[config.mk]
export PLATFORM = sky130hd
export DESIGN_NAME = descriptor_table_allocator_unit
export DESIGN_NICKNAME = d
export VERILOG_FILES = /design/src/design/dta_pkg.sv /design/src/design/dta_cell.sv /design/src/design/descriptor_table_allocator_unit.sv
export SDC_FILE = /design/constraint.sdc
export NUM_CORES = 2
export LEC_CHECK = 0
export ABC_AREA = 1
export BUFFER_PORTS_ARGS = -buffer_cell sky130_fd_sc_hd__buf_2
export CAP_MARGIN = 20
export CELL_PAD_IN_SITES_DETAIL_PLACEMENT = 2
export CELL_PAD_IN_SITES_GLOBAL_PLACEMENT = 2
export CORE_MARGIN = 2
export CORE_UTILIZATION = 30
export DETAILED_ROUTE_END_ITERATION = 16
export PLACE_DENSITY = 0.6
export SLEW_MARGIN = 0
export SYNTH_ARGS = -nofsm -noshare
export SYNTH_HDL_FRONTEND = slang
export SYNTH_SLANG_ARGS = --single-unit
[constraint.sdc]
create_clock -name clk -period 10.8 [get_ports clk]
set_clock_uncertainty 0.15 [all_clocks]
set_input_delay 1.62 -clock clk [delete_from_list [all_inputs] [get_ports clk]]
set_output_delay 1.62 -clock clk [all_outputs]
set_load 0.1 [all_outputs]
[src/design/dta_pkg.sv]
// ----------------------------------------------------------------------------
// dta_pkg: shared types and constants for the descriptor table allocator
// Slot cell broadcast bus, chain links, command and status codes.
// ----------------------------------------------------------------------------
package dta_pkg;

  localparam int TABLE_DEPTH = 64;
  localparam int HANDLE_BITS = 12;
  localparam int SLOT_BITS   = $clog2(TABLE_DEPTH);
  localparam int LIMIT_BITS  = 7;
  localparam int ARG_BITS    = 8;
  localparam int CNT_BITS    = SLOT_BITS + 1;
  localparam logic [LIMIT_BITS-1:0] LIMIT_RESET = LIMIT_BITS'(64);

  typedef enum logic [2:0] {
    CMD_ALLOC   = 3'd0,
    CMD_DUP     = 3'd1,
    CMD_DUP_MIN = 3'd2,
    CMD_DUP_TO  = 3'd3,
    CMD_CLOSE   = 3'd4,
    CMD_GET     = 3'd5,
    CMD_SET     = 3'd6,
    CMD_CHECK   = 3'd7
  } cmd_t;

  typedef enum logic [1:0] {
    ST_OK    = 2'd0,
    ST_BADFD = 2'd1,
    ST_INVAL = 2'd2,
    ST_FULL  = 2'd3
  } status_t;

  // Broadcast from the control to every slot cell.
  typedef struct packed {
    logic                   claim_en;
    logic                   dst_en;
    logic                   clr_en;
    logic                   setx_en;
    logic                   xval;
    logic [HANDLE_BITS-1:0] data;
    logic [ARG_BITS-1:0]    src;
    logic [ARG_BITS-1:0]    dst;
    logic [ARG_BITS-1:0]    start;
    logic [LIMIT_BITS-1:0]  stop;
    logic [SLOT_BITS-1:0]   hint;
    logic [SLOT_BITS-1:0]   hu;
  } bcast_t;

  // Link that runs upward through the row (lowest slot first).
  typedef struct packed {
    logic                   free_seen;
    logic [SLOT_BITS-1:0]   slot;
    logic                   src_used;
    logic                   src_xc;
    logic [HANDLE_BITS-1:0] src_handle;
    logic                   dst_used;
    logic [HANDLE_BITS-1:0] dst_handle;
  } up_t;

  // Link that runs downward through the row (highest slot first).
  typedef struct packed {
    logic                 used_seen;
    logic [SLOT_BITS-1:0] hu;
  } dn_t;

endpackage

[src/design/dta_cell.sv]
// ----------------------------------------------------------------------------
// dta_cell: one descriptor slot
// Holds in-use, close-on-exec and handle; joins the up and down chains.
// ----------------------------------------------------------------------------
module dta_cell (
  input  logic                            clk,
  input  logic                            rst_n,
  input  logic [dta_pkg::SLOT_BITS-1:0]   idx,
  input  dta_pkg::bcast_t                 bc,
  input  dta_pkg::up_t                    up_i,
  output dta_pkg::up_t                    up_o,
  input  dta_pkg::dn_t                    dn_i,
  output dta_pkg::dn_t                    dn_o,
  output logic                            cnt_o
);

  logic                            used_r, used_nxt;
  logic                            xc_r, xc_nxt;
  logic [dta_pkg::HANDLE_BITS-1:0] handle_r, handle_nxt;
  logic [dta_pkg::ARG_BITS-1:0]    me;
  logic                            elig, take, src_hit, dst_hit, used_after, cand;

  assign me      = dta_pkg::ARG_BITS'(idx);
  assign src_hit = (bc.src == me);
  assign dst_hit = (bc.dst == me);
  assign elig    = !used_r && (me >= bc.start) && (me < dta_pkg::ARG_BITS'(bc.stop));
  assign take    = elig && !up_i.free_seen;
  assign cnt_o   = !used_r && (idx >= bc.hint) && (me < dta_pkg::ARG_BITS'(bc.stop));

  always_comb begin
    up_o            = up_i;
    up_o.free_seen  = up_i.free_seen | elig;
    if (take) begin
      up_o.slot = idx;
    end
    if (src_hit && used_r) begin
      up_o.src_used   = 1'b1;
      up_o.src_xc     = xc_r;
      up_o.src_handle = handle_r;
    end
    if (dst_hit && used_r) begin
      up_o.dst_used   = 1'b1;
      up_o.dst_handle = handle_r;
    end
  end

  // Walk-down after a close: highest used slot in 1..hu.
  assign used_after = used_r && !(bc.clr_en && src_hit);
  assign cand       = used_after && (idx != '0) && (idx <= bc.hu);
  always_comb begin
    dn_o           = dn_i;
    dn_o.used_seen = dn_i.used_seen | cand;
    if (cand && !dn_i.used_seen) begin
      dn_o.hu = idx;
    end
  end

  always_comb begin
    used_nxt   = used_r;
    xc_nxt     = xc_r;
    handle_nxt = handle_r;
    if ((bc.claim_en && take) || (bc.dst_en && dst_hit)) begin
      used_nxt   = 1'b1;
      xc_nxt     = 1'b0;
      handle_nxt = bc.data;
    end
    if (bc.clr_en && src_hit) begin
      used_nxt = 1'b0;
      xc_nxt   = 1'b0;
    end
    if (bc.setx_en && src_hit) begin
      xc_nxt = bc.xval;
    end
  end

  always_ff @(posedge clk) begin
    if (!rst_n) begin
      used_r <= 1'b0;
      xc_r   <= 1'b0;
    end else begin
      used_r <= used_nxt;
      xc_r   <= xc_nxt;
    end
    handle_r <= handle_nxt;
  end

endmodule

[src/design/descriptor_table_allocator_unit.sv]
// ----------------------------------------------------------------------------
// descriptor_table_allocator_unit: descriptor slot table with allocator
// Row of slot cells with lowest-free search and highest-used walk-down.
// ----------------------------------------------------------------------------
//  channel   | handshake                  | payload
//  ----------+----------------------------+-------------------------------
//  command   | start, busy                | in_cmd .. in_arg_value
//  result    | out_strobe (one cycle)     | out_status .. out_answer_bit
//  config    | cfg_valid, cfg_ready       | cfg_data (open limit)
//
//  For each item, the accept cycle latches the command, the next cycle
//  runs it through the cell row (one search chain each way) and writes
//  the cells. The result strobes on the cycle after that. busy is high
//  for that one execute cycle; a new item may be accepted while the
//  previous result is on the ports. Reset is synchronous, active low,
//  and clears the table.
// ----------------------------------------------------------------------------
module descriptor_table_allocator_unit (
  input  logic                            clk,
  input  logic                            rst_n,
  input  logic                            start,
  output logic                            busy,
  input  logic [2:0]                      in_cmd,
  input  logic [7:0]                      in_source_slot,
  input  logic [7:0]                      in_target_slot,
  input  logic [dta_pkg::HANDLE_BITS-1:0] in_new_handle,
  input  logic [7:0]                      in_arg_value,
  output logic                            out_strobe,
  output logic [1:0]                      out_status,
  output logic [5:0]                      out_slot_number,
  output logic [dta_pkg::HANDLE_BITS-1:0] out_slot_handle_out,
  output logic                            out_ref_added,
  output logic                            out_released,
  output logic [dta_pkg::HANDLE_BITS-1:0] out_released_handle,
  output logic                            out_answer_bit,
  input  logic                            cfg_valid,
  output logic                            cfg_ready,
  input  logic [6:0]                      cfg_data
);

  localparam int D  = dta_pkg::TABLE_DEPTH;
  localparam int SB = dta_pkg::SLOT_BITS;
  localparam int HB = dta_pkg::HANDLE_BITS;

  // Latched command.
  logic            exec_r;
  dta_pkg::cmd_t   cmd_r;
  logic [7:0]      src_r, dst_r, arg_r;
  logic [HB-1:0]   nh_r;
  logic [6:0]      limit_r;
  logic [SB-1:0]   hint_r, hint_nxt, hu_r, hu_nxt;

  // Result registers.
  logic            strobe_r;
  logic [1:0]      status_r, status_nxt;
  logic [5:0]      slot_r, slot_nxt;
  logic [HB-1:0]   hout_r, hout_nxt, relh_r, relh_nxt;
  logic            refadd_r, refadd_nxt, rel_r, rel_nxt, ans_r, ans_nxt;

  dta_pkg::bcast_t bc;
  dta_pkg::up_t    up [D+1];
  dta_pkg::dn_t    dn [D+1];
  logic [D-1:0]    cnt_bits;
  logic [dta_pkg::CNT_BITS-1:0] free_cnt;

  logic            accept;
  logic [7:0]      minimum, hint8;
  logic            src_ok, dst_in_lim, dup_inval, found;
  logic            is_dup, claim_ok, dst_write;

  assign accept    = start && !busy;
  assign busy      = exec_r;
  assign cfg_ready = 1'b1;

  always_ff @(posedge clk) begin
    if (!rst_n) begin
      exec_r   <= 1'b0;
      strobe_r <= 1'b0;
      limit_r  <= dta_pkg::LIMIT_RESET;
      hint_r   <= '0;
      hu_r     <= '0;
    end else begin
      exec_r   <= accept;
      strobe_r <= exec_r;
      hint_r   <= hint_nxt;
      hu_r     <= hu_nxt;
      if (cfg_valid) begin
        limit_r <= cfg_data;
      end
    end
  end

  // Hold the command for the execute cycle; capture the result fields in it.
  always_ff @(posedge clk) begin
    if (accept) begin
      cmd_r <= dta_pkg::cmd_t'(in_cmd);
      src_r <= in_source_slot;
      dst_r <= in_target_slot;
      arg_r <= in_arg_value;
      nh_r  <= in_new_handle;
    end
    if (exec_r) begin
      status_r <= status_nxt;
      slot_r   <= slot_nxt;
      hout_r   <= hout_nxt;
      refadd_r <= refadd_nxt;
      rel_r    <= rel_nxt;
      relh_r   <= relh_nxt;
      ans_r    <= ans_nxt;
    end
  end

  // Search window and command decode.
  assign hint8      = 8'(hint_r);
  assign minimum    = (cmd_r == dta_pkg::CMD_DUP) ? 8'd0 : arg_r;
  assign src_ok     = up[D].src_used;
  assign found      = up[D].free_seen;
  assign dst_in_lim = dst_r < 8'(limit_r);
  assign dup_inval  = (cmd_r == dta_pkg::CMD_DUP_MIN) && (arg_r >= 8'(limit_r));
  assign is_dup     = (cmd_r == dta_pkg::CMD_DUP) || (cmd_r == dta_pkg::CMD_DUP_MIN);
  assign claim_ok   = exec_r && ((cmd_r == dta_pkg::CMD_ALLOC) ||
                                 (is_dup && src_ok && !dup_inval));
  assign dst_write  = exec_r && (cmd_r == dta_pkg::CMD_DUP_TO) && src_ok && dst_in_lim &&
                      (dst_r != src_r) && (dst_r < 8'(D));

  always_comb begin
    bc          = '0;
    bc.claim_en = claim_ok;
    bc.dst_en   = dst_write;
    bc.clr_en   = exec_r && (cmd_r == dta_pkg::CMD_CLOSE) && src_ok;
    bc.setx_en  = exec_r && (cmd_r == dta_pkg::CMD_SET) && src_ok;
    bc.xval     = arg_r[0];
    bc.data     = (cmd_r == dta_pkg::CMD_ALLOC) ? nh_r : up[D].src_handle;
    bc.src      = src_r;
    bc.dst      = dst_r;
    bc.start    = (minimum < hint8) ? hint8 : minimum;
    bc.stop     = (limit_r < 7'(D)) ? limit_r : 7'(D);
    bc.hint     = hint_r;
    bc.hu       = hu_r;
  end

  // Row of slot cells: up chain enters at slot 0, down chain at the top slot.
  assign up[0] = '0;
  assign dn[D] = '0;
  for (genvar i = 0; i < D; i++) begin : g_cell
    dta_cell u_cell (
      .clk   (clk),
      .rst_n (rst_n),
      .idx   (SB'(i)),
      .bc    (bc),
      .up_i  (up[i]),
      .up_o  (up[i+1]),
      .dn_i  (dn[i+1]),
      .dn_o  (dn[i]),
      .cnt_o (cnt_bits[i])
    );
  end

  assign free_cnt = dta_pkg::CNT_BITS'($countones(cnt_bits));

  // Hint and highest-used updates.
  always_comb begin
    hint_nxt = hint_r;
    hu_nxt   = hu_r;
    if (claim_ok && found) begin
      if (minimum <= hint8) begin
        hint_nxt = up[D].slot;
      end
      if (up[D].slot > hu_r) begin
        hu_nxt = up[D].slot;
      end
    end
    if (dst_write && (dst_r[SB-1:0] > hu_r)) begin
      hu_nxt = dst_r[SB-1:0];
    end
    if (bc.clr_en) begin
      hu_nxt = dn[0].hu;
      if (src_r < hint8) begin
        hint_nxt = src_r[SB-1:0];
      end
    end
  end

  // Result fields; everything stays zero on an error.
  always_comb begin
    status_nxt = dta_pkg::ST_OK;
    slot_nxt   = '0;
    hout_nxt   = '0;
    refadd_nxt = 1'b0;
    rel_nxt    = 1'b0;
    relh_nxt   = '0;
    ans_nxt    = 1'b0;
    unique case (cmd_r)
      dta_pkg::CMD_ALLOC: begin
        if (!found) begin
          status_nxt = dta_pkg::ST_FULL;
        end else begin
          slot_nxt = 6'(up[D].slot);
          hout_nxt = nh_r;
        end
      end
      dta_pkg::CMD_DUP, dta_pkg::CMD_DUP_MIN: begin
        if (!src_ok) begin
          status_nxt = dta_pkg::ST_BADFD;
        end else if (dup_inval) begin
          status_nxt = dta_pkg::ST_INVAL;
        end else if (!found) begin
          status_nxt = dta_pkg::ST_FULL;
        end else begin
          slot_nxt   = 6'(up[D].slot);
          hout_nxt   = up[D].src_handle;
          refadd_nxt = 1'b1;
        end
      end
      dta_pkg::CMD_DUP_TO: begin
        if (!src_ok || !dst_in_lim) begin
          status_nxt = dta_pkg::ST_BADFD;
        end else if (dst_r == src_r) begin
          slot_nxt = dst_r[5:0];
          hout_nxt = up[D].src_handle;
        end else if (dst_r >= 8'(D)) begin
          status_nxt = dta_pkg::ST_FULL;
        end else begin
          slot_nxt   = dst_r[5:0];
          hout_nxt   = up[D].src_handle;
          refadd_nxt = 1'b1;
          rel_nxt    = up[D].dst_used;
          relh_nxt   = up[D].dst_used ? up[D].dst_handle : '0;
        end
      end
      dta_pkg::CMD_CLOSE: begin
        if (!src_ok) begin
          status_nxt = dta_pkg::ST_BADFD;
        end else begin
          rel_nxt  = 1'b1;
          relh_nxt = up[D].src_handle;
        end
      end
      dta_pkg::CMD_GET: begin
        if (!src_ok) begin
          status_nxt = dta_pkg::ST_BADFD;
        end else begin
          ans_nxt = up[D].src_xc;
        end
      end
      dta_pkg::CMD_SET: begin
        if (!src_ok) begin
          status_nxt = dta_pkg::ST_BADFD;
        end
      end
      dta_pkg::CMD_CHECK: begin
        ans_nxt = 8'(free_cnt) >= arg_r;
      end
      default: begin
        status_nxt = dta_pkg::ST_OK;
      end
    endcase
  end

  assign out_strobe          = strobe_r;
  assign out_status          = status_r;
  assign out_slot_number     = slot_r;
  assign out_slot_handle_out = hout_r;
  assign out_ref_added       = refadd_r;
  assign out_released        = rel_r;
  assign out_released_handle = relh_r;
  assign out_answer_bit      = ans_r;

endmodule

==> impl_metrics.ini <==
[status]
status = completed

[hold_path]
holdPathStages = 2
min_from = g_cell[50].u_cell.xc_r$_SDFFE_PN0P_
hold_crit_path_type = reg2reg
min_delay_worst_endpoint = g_cell[50].u_cell.xc_r$_SDFFE_PN0P_

[clocking]
cts-root-to-sink-buffers = 3
ctsResizeCount = 0
clock_latency_ns = 0.80
cts_tree = done
cts_root_buf = clkbuf_16
tritoncts_buffers = 117
hold_buffers_post_cts = 0
clock-sinks = 985
h-tree-depth = 3
clock_pin_slew_on_the_worst_setup_and_hold_paths_ns = 0.06
postCtsSetupBuffers = 0

[grt]
first_pass_grt_wire_length_mm = 353.7
antenna_found_initial = 9
grt_pass1_vias = 48336
grt_max_degree = 65
grt-ovfl-total = 0
globalRouteTotalUtil_pct = 27.64

[setup_path]
crit_path_start_kind = flop
timing.reg2reg.worst_path_depth = 24
timing.critical_path.depth = 24
cpMaxStageDelayCell = a211oi_1
max_stage_delay_ns = 0.63
highest_fanout_seen_on_the_critical_path = 10
crit_required_ns = 11.17
timing.critical_path.cells = nor2_1, nand2_1, nor2_1, inv_1, a211oi_1, o21ai_0, fa_1, fa_1, fa_1, fa_1, fa_1, fa_1, fa_1, inv_1, ha_1, fa_1, ha_1, a21boi_0, o21a_1, o21a_1, o211ai_1, a21boi_0, o21ai_0, nand2_1
worst_ep_arrival_time_ns = 10.04
crit-reg2reg-launch = limit_r[6]$_SDFFE_PN1P_
cp_top_family = adder cells
ff2ff_setup_slack_ns = 1.13
worst_setup_path_class = reg2reg
worstReg2RegEnd = out_answer_bit$_DFFE_PP_
critical_path_end_type = flop
timing.critical_path.buf_inv = 2
crit_top_cell = fa_1

[logic_synthesis]
synth-seq-area-share_pct = 54.07
synth.yosys.warnings = 0
async_reset_ff_share_pct = 0
post_synth_inst_count = 5869
netlist-cell-type-count = 70
edff_count_synth = 842
synthesized_area_per_cell_sq_um = 8.871
synth_seq_cells = 985
syn_area_sq_um = 52060
synth.net_count = 6019
synth_flop_cell = edfxtp_1

[power_and_ir_drop]
cellLeakagePower_uw = 0.02141
cellPowerDensity_nw_per_um2 = 196.0
vdd_drop_max_mv = 1.514
design_power_total_uw = 11780

[sta]
finalMaxSlewViolations = 0
fin_hold_viols = 0
final-setup-viol-count = 0
relSlewSlack_pct = 22.70
worst_slack_ns = 1.131
tightestPinTransition_ns = 1.155
grt_setup_unrepaired = no
finalCriticalPeriod_ns = 9.669
hold-worst-slack_ns = 0.3297
setup_tns_ns = 0
post-route-period-util_pct = 89.53
maxClockFrequency_ghz = 0.1034

[detailed_routing]
wl_per_cell_microns = 29.00
post-route-drc-count = 0
drt_iter0_drc = 3427
detail_route.vias_per_cell = 5.395
drtPass1Iterations = 6
detail-route-antenna-nets = 0
via_count = 45696
drt_wl_total_mm = 245.6

[floorplan]
start_util_pct = 30.28
io_pins = 88
placeableCoreArea_sq_um = 171900
placement_rows = 152
die_height_microns = 420.6
dieWidth_microns = 420.6
die_area_sq_um = 176900

[place]
dp_hpwl_mm = 182.8
placement.io_buffers = 86
area_after_detailed_placement_sq_um = 56220
routabilityCongestion = 0.9501
placement.setup.worst_slack_ns = 1.185

[job]
drv.max_cap_violation_count = 0

[layout]
final_area_sq_um = 60110
layout-area-overhead-vs-synth_pct = 15.45
num-nets-final = 6209
ratio_of_cells_with_drive_above_1_in_the_final_layout_pct = 10.00
[tightest hold or removal path: cells and delay by family (launching register included)]
kind | cells | cell delay, ns
AOI/OAI and AO/OA | 1 | 0.05
and+or+nand+nor | 1 | 0.06
DFF | 1 | 0.32
[kinds of logic (layout without fill, tap and decap cells)]
logic type	Yosys count	count (layout)	share of synthesized area, %
xor+xnor	10	10	0.1682
simple gates	2738	2738	23.32
flops	985	985	54.07
fa+ha+maj	100	100	3.182
compound gates	1125	1125	12.63
other cells	1	2	0.007203
buf+inv	910	1200	6.631
[per-layer routing]
metal	wire, microns	vias to the layer above	global-route usage [%]
met1	119500	23674	40.64
met3	11340	256	3.409
met4	6560	2	7.509
li1	-	20767	-
met2	108200	997	42.57
met5	11	-	0
[worst max-delay path by stage]
stage | from | to
2_1_floorplan | limit_r[5]$_SDFFE_PN0P_ | out_answer_bit$_DFFE_PP_
3_3_place_gp | limit_r[6]$_SDFFE_PN1P_ | out_answer_bit$_DFFE_PP_
3_5_place_dp | limit_r[6]$_SDFFE_PN1P_ | out_answer_bit$_DFFE_PP_
4_1_cts | limit_r[6]$_SDFFE_PN1P_ | out_answer_bit$_DFFE_PP_
5_1_grt | limit_r[6]$_SDFFE_PN1P_ | out_answer_bit$_DFFE_PP_
6_report | limit_r[6]$_SDFFE_PN1P_ | out_answer_bit$_DFFE_PP_
[placed cells by master, fill, tap and decap left out, types with 71 or more instances in the layout]
cell type  synthesis  routed
nand3_1          220     220
edfxtp_1         842     842
buf_4              3     215
clkbuf_16          0     124
dfxtp_1          143     142
o21ai_0          346     311
a21oi_1          437     437
nand2_1         1440    1428
nor3_1            74      71
o211ai_1          87      87
nor2_1           532     525
nand4_1          308     308
inv_1            665     663
buf_2              4      85
[synthesized netlist by cell type, types with 4 or more instances]
cell       number  share of area (%)
a2111oi_0       5              0.084
a211oi_1       34               0.49
a21boi_0        7               0.10
a21oi_1       437                4.2
a221oi_1        6               0.10
a32oi_1        20               0.34
buf_1           6              0.043
buf_2           4              0.038
clkbuf_1      216                1.6
clkinv_1        9              0.065
dfxtp_1       143                5.5
edfxtp_1      842                 49
fa_1           54                2.1
ha_1           46                1.1
inv_1         665                4.8
inv_2           4              0.029
nand2_1      1440                 10
nand2_2         9               0.11
nand3_1       220                2.1
nand3_2         4              0.077
nand3b_1        6              0.087
nand4_1       308                3.7
nand4_2         8               0.19
nand4_4         6               0.25
nor2_1        532                3.8
nor2_2          8              0.096
nor2_4         13               0.28
nor3_1         74               0.71
nor4_1         39               0.47
o2111ai_1      37               0.62
o211ai_1       87                1.3
o21a_1         11               0.16
o21ai_0       346                3.3
o21ai_1         9              0.087
o21bai_1        4              0.058
o221ai_1        9               0.15
o22ai_1        61               0.73
o2bb2ai_1       6               0.10
o311a_1        20               0.38
o31ai_1         6              0.087
or2_2          56               0.67
xnor2_1         4              0.067
xor2_1          6               0.10
[per-stage QoR]
step	util, %	cells
CTS	34.94	8466
finish	34.96	8470
global placement	32.69	8244
detailed placement	32.70	8247
global route	34.96	8469
floorplan	-	5869
[sequential cells by signal, indices dropped and copies added (netlist names), 7 cells and up]
| register | cells |
|---|---|
| nh_r | 12 |
| dst_r | 8 |
| limit_r | 7 |
| src_r | 8 |
| g_cell.u_cell.handle_r | 768 |
| g_cell.u_cell.xc_r | 64 |
| out_released_handle | 12 |
| g_cell.u_cell.used_r | 64 |
| out_slot_handle_out | 12 |
| arg_r | 8 |
[cell type report]
| cell class | instances | area, sq um |
|---|---|---|
| sequential | 985 | 28150 |
| tap | 2310 | 2890 |
| timing repair buffer | 302 | 2079 |
| clock buffer | 156 | 3233 |
| multi-input combinational | 3974 | 20580 |
| inverter | 679 | 2554 |
| clock inverter | 63 | 613.1 |
| antenna | 1 | 2.502 |
| fill | 19250 | 111800 |
[report_power, final]
part / switching [uW] / internal, uW
sequential: 21.2 / 4120
combinational: 2070 / 1500
clock: 1700 / 2370
(Power assumes the default switching activity.)
